[src/hw/rtl/srv_pkg.sv]
`timescale 1ns / 1ps

package srv_pkg;

    // Fixed-point formats
    localparam int FRAC_BITS = 16;
    localparam int VEC_W     = 18;   // Q1.16 direction component
    localparam int RI_W      = 16;   // Q4.12 refractive index
    localparam int OUT_W     = 24;   // Q7.16 result component
    localparam int W_W       = 34;   // scaled incident component
    localparam int WN_W      = 37;   // w.n after the shift
    localparam int SAT_W     = 41;   // widest pre-saturation sum

    // Divider: 32 quotient bits, four per stage
    localparam int DIV_NUM_W = 32;
    localparam int DIV_BITS  = 4;
    localparam int DIV_ST    = DIV_NUM_W / DIV_BITS;

    // Square root: 36-bit radicand, 18 root bits, three per stage
    localparam int SQ_RAD_W  = 36;
    localparam int SQ_ROOT_W = SQ_RAD_W / 2;
    localparam int SQ_BITS   = 3;
    localparam int SQ_ST     = SQ_ROOT_W / SQ_BITS;

    typedef logic [2:0][VEC_W-1:0] t_vec3;
    typedef logic [2:0][W_W-1:0]   t_w3;
    typedef logic [2:0][OUT_W-1:0] t_o3;

    // Everything the refraction tail needs while the root is formed
    typedef struct packed {
        t_w3             w;
        t_vec3           nrm;
        logic [WN_W-1:0] wn;
        logic            tir;
        t_o3             res_tir;
    } t_sq_side;

    localparam logic signed [SAT_W-1:0] SAT_HI = 41'sd8388607;
    localparam logic signed [SAT_W-1:0] SAT_LO = -41'sd8388608;

    function automatic logic [OUT_W-1:0] sat_out(input logic signed [SAT_W-1:0] v);
        logic signed [SAT_W-1:0] c;
        c = v;
        if (v > SAT_HI) begin
            c = SAT_HI;
        end else if (v < SAT_LO) begin
            c = SAT_LO;
        end
        return c[OUT_W-1:0];
    endfunction

endpackage

[src/hw/rtl/srv_sqrt.sv]
`timescale 1ns / 1ps

// Pipelined digit-by-digit integer square root (floor), three root bits per stage.
module srv_sqrt (
    input  logic                            i_clk,
    input  logic [srv_pkg::SQ_ST-1:0]       i_en,
    input  logic [srv_pkg::SQ_RAD_W-1:0]    i_rad,
    output logic [srv_pkg::SQ_ROOT_W-1:0]   o_root
);

    localparam int REM_W = srv_pkg::SQ_ROOT_W + 2;

    logic [REM_W-1:0]              r_rem  [srv_pkg::SQ_ST];
    logic [srv_pkg::SQ_RAD_W-1:0]  r_rad  [srv_pkg::SQ_ST];
    logic [srv_pkg::SQ_ROOT_W-1:0] r_root [srv_pkg::SQ_ST];

    logic [REM_W-1:0]              s_rem  [srv_pkg::SQ_ST];
    logic [srv_pkg::SQ_RAD_W-1:0]  s_rad  [srv_pkg::SQ_ST];
    logic [srv_pkg::SQ_ROOT_W-1:0] s_root [srv_pkg::SQ_ST];

    logic [REM_W-1:0]              n_rem  [srv_pkg::SQ_ST];
    logic [srv_pkg::SQ_RAD_W-1:0]  n_rad  [srv_pkg::SQ_ST];
    logic [srv_pkg::SQ_ROOT_W-1:0] n_root [srv_pkg::SQ_ST];

    genvar j;
    generate
        for (j = 0; j < srv_pkg::SQ_ST; j++) begin : g_st
            if (j == 0) begin : g_first
                assign s_rem[j]  = '0;
                assign s_rad[j]  = i_rad;
                assign s_root[j] = '0;
            end else begin : g_next
                assign s_rem[j]  = r_rem[j-1];
                assign s_rad[j]  = r_rad[j-1];
                assign s_root[j] = r_root[j-1];
            end

            always_comb begin : p_step
                logic [REM_W+1:0]              t;
                logic [REM_W-1:0]              trial;
                logic [REM_W-1:0]              rem;
                logic [srv_pkg::SQ_RAD_W-1:0]  rad;
                logic [srv_pkg::SQ_ROOT_W-1:0] root;
                rem   = s_rem[j];
                rad   = s_rad[j];
                root  = s_root[j];
                t     = '0;
                trial = '0;
                for (int b = 0; b < srv_pkg::SQ_BITS; b++) begin
                    t     = {rem, rad[srv_pkg::SQ_RAD_W-1 -: 2]};
                    rad   = {rad[srv_pkg::SQ_RAD_W-3:0], 2'b00};
                    trial = {root, 2'b01};
                    if (t >= {2'b00, trial}) begin
                        t    = t - {2'b00, trial};
                        root = {root[srv_pkg::SQ_ROOT_W-2:0], 1'b1};
                    end else begin
                        root = {root[srv_pkg::SQ_ROOT_W-2:0], 1'b0};
                    end
                    rem = t[REM_W-1:0];
                end
                n_rem[j]  = rem;
                n_rad[j]  = rad;
                n_root[j] = root;
            end

            always_ff @(posedge i_clk) begin
                if (i_en[j]) begin
                    r_rem[j]  <= n_rem[j];
                    r_rad[j]  <= n_rad[j];
                    r_root[j] <= n_root[j];
                end
            end
        end
    endgenerate

    assign o_root = r_root[srv_pkg::SQ_ST-1];

endmodule

[config.mk]
export PLATFORM = sky130hd
export DESIGN_NAME = srv_sqrt
export DESIGN_NICKNAME = d
export VERILOG_FILES = /design/src/hw/rtl/srv_pkg.sv /design/src/hw/rtl/srv_sqrt.sv
export SDC_FILE = /design/constraint.sdc
export NUM_CORES = 1
export LEC_CHECK = 0
export BUFFER_PORTS_ARGS = -buffer_cell sky130_fd_sc_hd__clkbuf_2
export CAP_MARGIN = 20
export CORE_UTILIZATION = 65
export DETAILED_ROUTE_END_ITERATION = 10
export PLACE_DENSITY = 0.92
export RECOVER_POWER = 50
export SETUP_SLACK_MARGIN = 0.05
export SLEW_MARGIN = 20
export SYNTH_ARGS = -nofsm -noshare
export SYNTH_HDL_FRONTEND = slang
export SYNTH_SLANG_ARGS = --single-unit
[constraint.sdc]
create_clock -name i_clk -period 10.3 [get_ports i_clk]
set_clock_uncertainty 0.15 [all_clocks]
set_input_delay 3.09 -clock i_clk [delete_from_list [all_inputs] [get_ports i_clk]]
set_output_delay 3.09 -clock i_clk [all_outputs]
set_load 0.01 [all_outputs]
Word-level counts from Yosys, hierarchy flattened
Memory sizes are Yosys's and may differ from the RTL's.
Index checks and enable logic that the tools add are counted.
{"block": "totals", "ff_bits": 0, "mem_count": 3, "out_inout_bits": 18, "ram_bits": 408}
{"block": "classes", "n_lt_le_gt_ge": 18, "addsub": 18, "muxes": 48}
{"memory": "r_rad", "depth": 6, "width": 30, "read_ports": 5, "rd_clocked_by_memory_dff": 0, "wr": 6, "line": "srv_sqrt.sv:14", "rtl": "logic [srv_pkg::SQ_RAD_W-1:0] r_rad [srv_pkg::SQ_ST];"}
{"memory": "r_rem", "depth": 6, "width": 20, "read_ports": 5, "rd_clocked_by_memory_dff": 0, "wr": 6, "line": "srv_sqrt.sv:13", "rtl": "logic [REM_W-1:0] r_rem [srv_pkg::SQ_ST];"}
{"memory": "r_root", "depth": 6, "width": 18, "read_ports": 6, "rd_clocked_by_memory_dff": 0, "wr": 6, "line": "srv_sqrt.sv:15", "rtl": "logic [srv_pkg::SQ_ROOT_W-1:0] r_root [srv_pkg::SQ_ST];"}
{"operator": "$mux 20", "n": 18}
{"operator": "$ge 22x20->1", "n": 15}
{"operator": "$sub 20x20->20", "n": 15}
{"operator": "$mux 1", "n": 30}
{"operator": "$ge 22x3->1", "n": 1}
{"operator": "$ge 22x4->1", "n": 1}
{"operator": "$sub 20x3->20", "n": 1}
{"operator": "$sub 20x4->20", "n": 1}
{"operator": "$sub 2x1->3 const B", "n": 1}
{"operator": "$ge 2x1->1 const B", "n": 1}

Logic depth before layout (Yosys ltp)
An unclocked memory read counts as a cell.
{"block": "logic_depth", "ltp_word": 7, "depth_mapped": 38}

Worst setup path after synthesis
OpenSTA, ideal clock, no wires.
{"block": "synth_path", "path_kind": "register to register", "startpoint": "mem r_root[2][3] in the netlist's numbering", "endpoint": "mem r_rem[3][10] in the netlist's numbering (data pin)", "path_slack_ns": 2.752, "stages_incl_launch_ff": 32, "t_arrival_ns": 7.139, "setup_time_ns": 0.260, "required_time_ns": 9.890, "n_path_buf": 4, "synth_period_minus_slack_ns": 7.548, "cell_sequence": "edfxtp_1 -> inv_1 -> ha_1 -> and2_1 -> a221oi_1 -> a211o_1 -> buf_2 -> nand2_1 -> inv_1 -> clkbuf_1 -> o21ai_0 -> ha_1 -> a21oi_1 -> o21ai_0 -> or3_1 -> a21oi_1 -> nand4_1 -> nor2_1 -> nand2_1 -> inv_2 -> clkbuf_1 -> o21ai_0 -> ha_1 -> and2_0 -> a21o_1 -> a21o_1 -> a21o_1 -> a32o_1 -> nand2b_1 -> nor2_1 -> buf_2 -> mux2_2"}
{"item": "start: declaration", "line": "srv_sqrt.sv:15"}
{"item": "end: declaration", "line": "srv_sqrt.sv:13"}

==> metrics.txt <==
status finished, violations left; failing checks max-capacitance violations, max-slew violations; min Tclk post-route 9.35 ns; Total GRT Usage 35.0%; Synth area leaders edfxtp_1 (36%), ha_1 (11%), xnor2_1 (5.4%); CTS tree done; Synth Register Bits 253; Die ar. 33,500 um^2; slowest stage delay, CP 0.62 ns; Worst Hold Class reg -> reg; worst r2r src r_root[3][5]$_DFFE_PP_; final setup TNS 0 ns; Die Wd 183 um; Worst-Skew Late Latency 0.56 ns; row count 65; worst path arrival time 9.51 ns; required time worst endpoint 10.46 ns; worst vdd ir 235 uV; worst hold endpoint r_rad[2][23]$_DFFE_PP_; Post-Syn Area 21,300 um^2; top cell type's share of synthesized area 35.6%; core area 31,900 um^2; register area share after synthesis 35.6%; post-CTS setup repair buffer count 0; leading area contributor after synthesis edfxtp_1; # diodes 0; first-pass GRT wire length 93,600 um; largest net degree at the start of global routing 51; Fin. Hold Viols 0; final cell count without fillers 2,844; WL/cell 20.6 um; max-cap violation count 3; main flop type after synthesis edfxtp_1; Worst Min Path Start r_rad[1][17]$_DFFE_PP_; GPL Wtd Cong 1.02; crit end category flip-flop; Pwr per Cell Area 264 nW/um^2; initial DRC count 1,845; f_max 0.107 GHz; RSZ-0062 raised after global routing no; Yosys cell types 96; DP Cell Count 2,796; setup violators final 0; Ys Warns 0; Sink Count 253; share of cells above drive strength 1 7.89%; GRT Residual Overflow 0; initial antenna violation count 1; PortBufs 60; R2R setup slack 0.95 ns; CTS root buf clkbuf_16; H-tree lvl count 1; kind of critical path reg -> reg; die height 183 um; Pre-antenna DRT Iters 5; Critical Path Start Type flip-flop; post-synthesis cell count 2,345; post-cts resize count 0; Residual DRC 0; leak pwr 9.32 nW; io pins 61; worst r2r path cells 31; initial core utilization 66.9%; vias in the first global route 17,700; Routed WL 58,700 um; headroom to the max-slew limit -79.5%; Antenna Nets Post-Route 0; post-DR vias/cell 6.61; Clock transition at path regs 0.06 ns; Avg Cell Area, Syn 9.09 um^2; most frequent cells in the layout edfxtp_1 (253), nand2_1 (207), nor2_1 (192); Final period util 90.8%; total CTS buffers 27; slew at the pin closest to its max-slew limit 2.69 ns; CP max-delay cell o2111a_1; final net count 2,621; vias 18,800; EDFF count, synth 253; CTS max path bufs 3; commonest non-fill, non-tap cell in the layout edfxtp_1; Area Growth Syn to Fin 7.43%; Post-CTS Hold Buffers 0; max-slew violations 130; reg2reg end r_rem[4][14]$_DFFE_PP_; crit path max fanout 28; DP Wirelength 46,100 um; Worst Hold Path Cells 0; FFs w/ async S/R, synth 0%
per-layer routing:
metal	routed length, um	GRT usage (%)	share of wire, %	up-vias
met5	13	0	0.022	-
met4	1510	9.17	2.6	2
met3	4520	3.75	7.7	115
met2	27300	58.5	47	905
met1	25300	48.7	43	8869
li1	-	-	-	8897
synth_stat cells, types with 12 or more instances:
| cell | n |
|---|---|
| edfxtp_1 | 253 |
| nand2_1 | 207 |
| nor2_1 | 192 |
| ha_1 | 188 |
| a21oi_1 | 169 |
| o21ai_0 | 150 |
| inv_1 | 136 |
| xnor2_1 | 132 |
| a21o_1 | 80 |
| nor3_1 | 77 |
| xor2_1 | 67 |
| nand3_1 | 59 |
| clkbuf_1 | 39 |
| nand4_1 | 35 |
| nor4_1 | 33 |
| o21a_1 | 33 |
| o31ai_1 | 29 |
| mux2_2 | 28 |
| a211oi_1 | 26 |
| nand2b_1 | 25 |
| o211ai_1 | 25 |
| or3_1 | 25 |
| a31oi_1 | 24 |
| or2_2 | 21 |
| and3_1 | 19 |
| mux2i_1 | 18 |
| nor2b_1 | 14 |
| or4_1 | 14 |
| and2_1 | 12 |
worst max-delay path by stage:
stage	startpoint	to	cells past startpoint	slack (ns)
global placement	r_root[3][5]$_DFFE_PP_	r_rem[4][8]$_DFFE_PP_	29	1.50
finish	r_root[3][5]$_DFFE_PP_	r_rem[4][14]$_DFFE_PP_	31	0.95
CTS	r_root[3][5]$_DFFE_PP_	r_rem[4][14]$_DFFE_PP_	31	1.22
floorplan	r_root[2][3]$_DFFE_PP_	r_rem[3][10]$_DFFE_PP_	31	2.75
detailed placement	r_root[3][10]$_DFFE_PP_	r_rem[4][14]$_DFFE_PP_	31	1.24
global route	r_root[3][10]$_DFFE_PP_	r_rem[4][14]$_DFFE_PP_	31	0.35
worst max-delay path, delay by kind of cell, from the launching register on:
| kind | cells | cell delay, ns |
|---|---|---|
| and+or+nand+nor | 13 | 3.22 |
| adders and majority gates | 3 | 1.07 |
| muxes | 1 | 0.36 |
| buffers and inverters | 4 | 1.36 |
| DFF | 1 | 0.45 |
| AOI/OAI and AO/OA | 10 | 2.51 |
flip-flops by register name (all words and copies together) (netlist names):
signal and cells:
r_root 63, r_rad 90, r_rem 100
cell type report:
cell class,instances,area [um^2]
clock buffer,29,683
clock inverter,19,211
fill,2427,8970
inverter,141,529
multi-input combinational,1895,13000
sequential,253,7600
tap,435,544
timing repair buffer,72,370
through the flow:
| step | util, % | hold WS (ns) | setup WS [ns] | total power, W | instance area, um^2 |
|---|---|---|---|---|---|
| after floorplan | - | 0.250 | 2.75 | 0.00410 | 21300 |
| after global placement | 69.1 | 0.250 | 1.50 | 0.00486 | 22000 |
| after detailed placement | 69.1 | 0.255 | 1.24 | 0.00494 | 22000 |
| after CTS | 71.9 | 0.269 | 1.22 | 0.00596 | 22900 |
| after global routing | 71.9 | 0.272 | 0.349 | 0.00642 | 22900 |
| final | 71.9 | 0.269 | 0.948 | 0.00605 | 22900 |
cells by family after synthesis:
logic type / Yosys count / synth area share, %
buffers and inverters: 198 / 3.62
AO/OA/AOI/OAI: 671 / 20.6
adder cells (fa/ha/maj): 188 / 11.0
other: 1 / 0.0176
AND/OR/NAND/NOR: 788 / 18.6
XOR/XNOR: 199 / 8.17
multiplexers: 47 / 2.39
flip-flops: 253 / 35.6
power breakdown:
group / internal [W] / switching, W / total, W
clock: 0.000581 / 0.000416 / 0.000997
combinational: 0.00138 / 0.00207 / 0.00345
sequential: 0.00142 / 0.000180 / 0.00160
total: 0.00338 / 0.00267 / 0.00605
No activity file was read; power rests on OpenSTA's default activity.
