<file path="src/hw/rtl/srv_pkg.sv">
`timescale 1ns / 1ps

package srv_pkg;

    // Fixed-point formats
    localparam int FRAC_BITS = 16;
    localparam int VEC_W     = 18;   // Q1.16 direction component
    localparam int RI_W      = 16;   // Q4.12 refractive index
    localparam int OUT_W     = 24;   // Q7.16 result component
    localparam int W_W       = 34;   // scaled incident component
    localparam int WN_W      = 37;   // w.n after the shift
    localparam int SAT_W     = 41;   // widest pre-saturation sum

    // Divider: 32 quotient bits, four per stage
    localparam int DIV_NUM_W = 32;
    localparam int DIV_BITS  = 4;
    localparam int DIV_ST    = DIV_NUM_W / DIV_BITS;

    // Square root: 36-bit radicand, 18 root bits, three per stage
    localparam int SQ_RAD_W  = 36;
    localparam int SQ_ROOT_W = SQ_RAD_W / 2;
    localparam int SQ_BITS   = 3;
    localparam int SQ_ST     = SQ_ROOT_W / SQ_BITS;

    typedef logic [2:0][VEC_W-1:0] t_vec3;
    typedef logic [2:0][W_W-1:0]   t_w3;
    typedef logic [2:0][OUT_W-1:0] t_o3;

    // Everything the refraction tail needs while the root is formed
    typedef struct packed {
        t_w3             w;
        t_vec3           nrm;
        logic [WN_W-1:0] wn;
        logic            tir;
        t_o3             res_tir;
    } t_sq_side;

    localparam logic signed [SAT_W-1:0] SAT_HI = 41'sd8388607;
    localparam logic signed [SAT_W-1:0] SAT_LO = -41'sd8388608;

    function automatic logic [OUT_W-1:0] sat_out(input logic signed [SAT_W-1:0] v);
        logic signed [SAT_W-1:0] c;
        c = v;
        if (v > SAT_HI) begin
            c = SAT_HI;
        end else if (v < SAT_LO) begin
            c = SAT_LO;
        end
        return c[OUT_W-1:0];
    endfunction

endpackage

</file>
<file path="src/hw/rtl/srv_div.sv">
`timescale 1ns / 1ps

// Pipelined restoring divider, four quotient bits per stage.
module srv_div (
    input  logic                             i_clk,
    input  logic [srv_pkg::DIV_ST-1:0]       i_en,
    input  logic [srv_pkg::DIV_NUM_W-1:0]    i_num,
    input  logic [srv_pkg::RI_W-1:0]         i_den,
    output logic [srv_pkg::DIV_NUM_W-1:0]    o_quo
);

    logic [srv_pkg::RI_W-1:0]      r_rem [srv_pkg::DIV_ST];
    logic [srv_pkg::DIV_NUM_W-1:0] r_num [srv_pkg::DIV_ST];
    logic [srv_pkg::DIV_NUM_W-1:0] r_quo [srv_pkg::DIV_ST];
    logic [srv_pkg::RI_W-1:0]      r_den [srv_pkg::DIV_ST];

    logic [srv_pkg::RI_W-1:0]      s_rem [srv_pkg::DIV_ST];
    logic [srv_pkg::DIV_NUM_W-1:0] s_num [srv_pkg::DIV_ST];
    logic [srv_pkg::DIV_NUM_W-1:0] s_quo [srv_pkg::DIV_ST];
    logic [srv_pkg::RI_W-1:0]      s_den [srv_pkg::DIV_ST];

    logic [srv_pkg::RI_W-1:0]      n_rem [srv_pkg::DIV_ST];
    logic [srv_pkg::DIV_NUM_W-1:0] n_num [srv_pkg::DIV_ST];
    logic [srv_pkg::DIV_NUM_W-1:0] n_quo [srv_pkg::DIV_ST];

    genvar j;
    generate
        for (j = 0; j < srv_pkg::DIV_ST; j++) begin : g_st
            if (j == 0) begin : g_first
                assign s_rem[j] = '0;
                assign s_num[j] = i_num;
                assign s_quo[j] = '0;
                assign s_den[j] = i_den;
            end else begin : g_next
                assign s_rem[j] = r_rem[j-1];
                assign s_num[j] = r_num[j-1];
                assign s_quo[j] = r_quo[j-1];
                assign s_den[j] = r_den[j-1];
            end

            always_comb begin : p_step
                logic [srv_pkg::RI_W:0]        t;
                logic [srv_pkg::RI_W-1:0]      rem;
                logic [srv_pkg::DIV_NUM_W-1:0] num;
                logic [srv_pkg::DIV_NUM_W-1:0] quo;
                rem = s_rem[j];
                num = s_num[j];
                quo = s_quo[j];
                t   = '0;
                for (int b = 0; b < srv_pkg::DIV_BITS; b++) begin
                    t   = {rem, num[srv_pkg::DIV_NUM_W-1]};
                    num = {num[srv_pkg::DIV_NUM_W-2:0], 1'b0};
                    if (t >= {1'b0, s_den[j]}) begin
                        t   = t - {1'b0, s_den[j]};
                        quo = {quo[srv_pkg::DIV_NUM_W-2:0], 1'b1};
                    end else begin
                        quo = {quo[srv_pkg::DIV_NUM_W-2:0], 1'b0};
                    end
                    rem = t[srv_pkg::RI_W-1:0];
                end
                n_rem[j] = rem;
                n_num[j] = num;
                n_quo[j] = quo;
            end

            always_ff @(posedge i_clk) begin
                if (i_en[j]) begin
                    r_rem[j] <= n_rem[j];
                    r_num[j] <= n_num[j];
                    r_quo[j] <= n_quo[j];
                    r_den[j] <= s_den[j];
                end
            end
        end
    endgenerate

    assign o_quo = r_quo[srv_pkg::DIV_ST-1];

endmodule

</file>
<file path="config.mk">
export PLATFORM = sky130hd
export DESIGN_NAME = srv_div
export DESIGN_NICKNAME = d
export VERILOG_FILES = /design/src/hw/rtl/srv_pkg.sv /design/src/hw/rtl/srv_div.sv
export SDC_FILE = /design/constraint.sdc
export NUM_CORES = 2
export LEC_CHECK = 0
export ABC_CLOCK_PERIOD_IN_PS = 15300
export BUFFER_PORTS_ARGS = -buffer_cell sky130_fd_sc_hd__buf_2
export CAP_MARGIN = 30
export CELL_PAD_IN_SITES_DETAIL_PLACEMENT = 1
export CELL_PAD_IN_SITES_GLOBAL_PLACEMENT = 2
export CORE_ASPECT_RATIO = 0.6
export CORE_MARGIN = 2
export CORE_UTILIZATION = 43
export DETAILED_ROUTE_END_ITERATION = 10
export HOLD_SLACK_MARGIN = 0.02
export PLACE_DENSITY_LB_ADDON = 0.1
export SLEW_MARGIN = 20
export SYNTH_ARGS = -nofsm -noshare
export SYNTH_HDL_FRONTEND = slang
export SYNTH_SLANG_ARGS = --single-unit
</file>
<file path="constraint.sdc">
create_clock -name i_clk -period 15.3 [get_ports i_clk]
set_input_delay 1.53 -clock i_clk [delete_from_list [all_inputs] [get_ports i_clk]]
set_output_delay 1.53 -clock i_clk [all_outputs]
set_load 0.05 [all_outputs]
</file>
Yosys cells after proc, flatten, opt, wreduce, memory -nomap -nowiden
Memories as Yosys holds them, arrays and structs flattened.
Index checks and enable logic that the tools add are counted.
{"block": "word_totals", "inputBits": 57, "n_memories": 4, "word_cells": 148, "output_inout_bits": 32, "mem_bits_rw": 736, "ff_bits": 0}
{"memory": "r_quo", "words": 8, "word_bits": 32, "rd": 8, "rd_ports_with_merged_regs": 0, "wr": 8, "line": "srv_div.sv:14", "rtl": "logic [srv_pkg::DIV_NUM_W-1:0] r_quo [srv_pkg::DIV_ST];"}
{"memory": "r_num", "words": 8, "word_bits": 28, "rd": 7, "rd_ports_with_merged_regs": 0, "wr": 8, "line": "srv_div.sv:13", "rtl": "logic [srv_pkg::DIV_NUM_W-1:0] r_num [srv_pkg::DIV_ST];"}
{"memory": "r_den", "words": 8, "word_bits": 16, "rd": 7, "rd_ports_with_merged_regs": 0, "wr": 8, "line": "srv_div.sv:15", "rtl": "logic [srv_pkg::RI_W-1:0] r_den [srv_pkg::DIV_ST];"}
{"memory": "r_rem", "words": 8, "word_bits": 16, "rd": 7, "rd_ports_with_merged_regs": 0, "wr": 8, "line": "srv_div.sv:12", "rtl": "logic [srv_pkg::RI_W-1:0] r_rem [srv_pkg::DIV_ST];"}
{"block": "op_classes", "n_addsub": 32, "muxes": 80, "n_lt_le_gt_ge": 32}
{"op": "greater-or-equal comparator 17 x 16 -> 1 bit", "n": 31}
{"op": "two-way mux 16 bit", "n": 32}
{"op": "subtractor 16 bit", "n": 31}
{"op": "two-way mux 1 bit", "n": 48}
{"op": "greater-or-equal comparator 1 x 16 -> 1 bit", "n": 1}
{"op": "subtractor 1 x 16 -> 16 bit", "n": 1}

Depth between registers and ports, before layout
An unclocked memory read counts as a cell.
{"block": "depth", "depth_word": 9, "mapped_depth": 53, "mapped_depth_nobuf": 46}

Least setup slack after synthesis
Ideal clock, no wire load.
{"block": "synth_timing", "path_type": "register -> register", "startpoint": "memory r_den[5][1] in the netlist's numbering", "endpoint": "memory r_rem[6][10] in the netlist's numbering (data pin)", "arrival_time_ns": 11.110, "setup_slack_ns": 3.928, "synth_period_minus_slack_ns": 11.372, "t_required_ns": 15.038, "n_path_buf": 5, "path_stages_with_launch": 50, "setup_ns": 0.262, "path_cell_list": "edfxtp_1 -> inv_1 -> ha_1 -> nor2b_1 -> o31a_1 -> o31ai_1 -> a21oi_1 -> a2111oi_4 -> clkbuf_1 -> buf_1 -> nor2_1 -> a21oi_1 -> inv_1 -> ha_1 -> nor2b_1 -> o31a_1 -> o41ai_1 -> a21boi_1 -> [14 not listed] -> o21bai_1 -> a221oi_4 -> buf_2 -> mux2_2 -> ha_1 -> or2_2 -> a21oi_1 -> a31o_2 -> o21ai_0 -> o41ai_1 -> o31a_1 -> o21ai_0 -> a21oi_1 -> o211ai_1 -> mux2i_1 -> inv_2 -> buf_4 -> mux2_1"}
{"item": "start: declaration", "line": "srv_div.sv:15"}
{"item": "end: declaration", "line": "srv_div.sv:12"}

==> qor.yml <==
outcome:
  status: "finished clean"
setup_path:
  start_kind: "register"
  crit_family: "compound AO/OA/AOI/OAI gates"
  reg2reg_from: "r_den[0][1]"
  max_stage_delay_ps: 700
  crit_required_ps: 15670
  critPathBufInv: 4
  r2r-end: "r_rem[1][10]"
  critPathMaxFanout: 24
  crit_top_cell: "o21ai_0"
  cp-startpoint: "r_den[0][1]"
  arrival_ps: 14050
  cp.depth: 43
  worstSetupEndpointType: "register"
  reg2reg_depth: 43
  endpoint: "r_rem[1][10]"
  crit_slowest_cell: "o211a_1"
  r2r_slack_ps: 1610
  path_class: "reg2reg"
global_route:
  antenna_found_initial: 5
  grt_start_max_net_pins: 57
  overflow: 0
  grt_pass1_wl_microns: 210000
  grt_pass1_vias: 32900
  track_usage: 0.274
detailed_routing:
  post_drt_wl_per_cell_microns: 24.5
  drt_iter0_markers: 2993
  dr.pass1.iters: 5
  antenna_left: 0
  vias_per_cell: 5.95
  finalWirelength_microns: 140000
  dr_total_vias: 34100
  drc: 0
layout:
  final_nets: 4967
  layout-drive-gt1-share: 0.115
  nFillCells: 10800
  final_area_sq_um: 45900
  syn2layout_area_growth_pct: 8.88
clock_network:
  cts_buffers: 52
  cts_tree: "done"
  clockBufferDepth: 3
  htree_levels: 2
  cts-root-buf: "clkbuf_16"
  clock-sinks: 480
  ctsHoldBuffers: 0
  clk_pin_slew_ps: 70
  cts_resized: 0
  post-cts-setup-buffers: 0
  worstSkewPairLatency_ps: 650
place:
  gp_congestion: 0.902
  place_area_sq_um: 44100
  io_buffers: 88
  place_ws_ps: 1850
  hpwlAfterDp_microns: 112000
die:
  fp.dieH_microns: 246
  die_area_sq_um: 101000
  initial_utilization: 0.436
  core_sq_um: 96600
  die_w_microns: 408
  io_pins: 89
  rows: 88
sta:
  rsz0062_at_grt: "false"
  max_slew_margin: 0.292
  finalMaxSlewViolations: 0
  worstMarginPinSlew_ps: 1060
  skew_ps: 43.3
  fmax_mhz: 73.1
  min_period_ps: 13690
  final.setup.worst_slack_ps: 1610
  fin_tns_setup_ps: 0
  period_share: 0.894
  report.final.hold_viol_count: 0
  final-setup-viol-count: 0
logic_synthesis:
  syn_avg_cell_area_sq_um: 9.85
  synth_nets: 4865
  yosys-top-cells-area: "edfxtp_1 34%, ha_1 15%, mux2_2 6.5%, xnor2_1 5.1%, a21oi_1 3.9%"
  syn_area_sq_um: 42100
  yosys.area.top_type_share: 0.342
  synth_edf_count: 480
  synth_cells: 4280
  synth_area_leader_cell: "edfxtp_1"
  synth-seq-cells: 480
  synth_warnings: 0
  yosys_most_used_dff: "edfxtp_1"
  ys_seq_area_frac: 0.342
  synth_cell_type_count: 98
  async_flop_share: 0
run:
  drv_cap: 0
min_path:
  hold_class: "reg2reg"
sequential cells by signal, indices dropped and copies added (netlist names):
register	flops
r_den	112
r_num	112
r_quo	144
r_rem	112
through the flow:
stage,utilization,hold WS [ps],std cells
global placement,0.457,400,5630
CTS,0.475,417,5726
global route,0.475,422,5729
detailed placement,0.457,405,5630
floorplan,-,400,4280
finish,0.475,416,5731
how the worst min path moves through the flow:
stage                       from            to  cells past startpoint
finish              r_num[4][17]  r_num[5][21]                      0
CTS                 r_num[5][23]  r_num[6][27]                      0
global placement    r_num[2][17]  r_num[3][21]                      0
detailed placement   r_num[1][8]  r_num[2][12]                      0
global route        r_num[3][17]  r_num[4][21]                      0
floorplan            r_num[0][6]  r_num[1][10]                      0
cells in the mapped netlist, types with 30 or more instances:
| master | number |
|---|---|
| o211ai_1 | 30 |
| mux2i_1 | 45 |
| a31oi_1 | 32 |
| nor2_1 | 265 |
| nand4_1 | 73 |
| inv_1 | 314 |
| nor2b_1 | 75 |
| nand2b_1 | 51 |
| nand3_1 | 75 |
| o21ai_0 | 248 |
| xnor2_1 | 247 |
| nor3_1 | 82 |
| clkbuf_1 | 42 |
| a21o_1 | 137 |
| nand2_1 | 265 |
| fa_1 | 30 |
| edfxtp_1 | 480 |
| xor2_1 | 103 |
| a21oi_1 | 328 |
| mux2_2 | 245 |
| o21a_1 | 82 |
| o21bai_1 | 57 |
| a211oi_1 | 42 |
| ha_1 | 498 |
final cells by class:
| class | instances | area, sq um | share of cell area |
|---|---|---|---|
| diodes | 2 | 5.00 | 0.000109 |
| clock buffers | 60 | 1370 | 0.0299 |
| clock inverters | 36 | 358 | 0.00780 |
| inverters | 321 | 1210 | 0.0264 |
| multi-input cells | 3413 | 26200 | 0.572 |
| flip-flops and latches | 480 | 14400 | 0.314 |
| well taps | 1305 | 1630 | 0.0356 |
| repair buffers | 114 | 661 | 0.0144 |
cells in the final DEF (no fill, tap or decap), drive strengths merged, types with 25 or more instances in the layout:
master,Yosys,layout
o211ai,31,31
o21ai,249,249
mux2i,45,45
nand2b,51,51
inv,319,327
a21oi,330,330
nand4,73,73
a211oi,44,44
clkbuf,42,61
o21bai,57,57
mux2,260,260
xnor2,247,247
nor3,83,83
o21a,82,82
a31oi,32,32
or3,29,29
edfxtp,480,480
o31ai,29,29
and2,25,25
xor2,103,103
nor2b,76,76
buf,24,113
nand3,75,75
a21o,137,137
nor2,266,266
nor4,28,28
a21boi,26,26
nand2,266,266
fa,30,30
ha,498,498
layer usage:
layer  share of wire  global-route usage
met3           0.077              0.0608
met4           0.014              0.0426
met1            0.55               0.460
met5        0.000078                   0
met2            0.36               0.345
kinds of logic (layout without fill, tap and decap cells):
| group | count (synthesis) | after routing | share of synthesized area |
|---|---|---|---|
| buffers and inverters | 387 | 531 | 0.0360 |
| DFF | 480 | 480 | 0.342 |
| muxes | 305 | 305 | 0.0810 |
| adders and majority gates | 528 | 528 | 0.162 |
| AOI/OAI and AO/OA | 1182 | 1182 | 0.184 |
| xor gates and xnor gates | 350 | 350 | 0.0727 |
| and+or+nand+nor | 1048 | 1048 | 0.122 |
| other | 0 | 2 | 0 |
worst reg2reg max path: cells and delay by family, from the launching register on:
family	cells	cell delay (ps)
AOI/OAI and AO/OA	25	8080
muxes	1	440
and+or+nand+nor	9	2090
buffers and inverters	4	820
adders and majority gates	4	1350
DFF	1	600
Power is not shown: default switching activity piles up to over one toggle a cycle in this logic, so the estimate is an artifact.
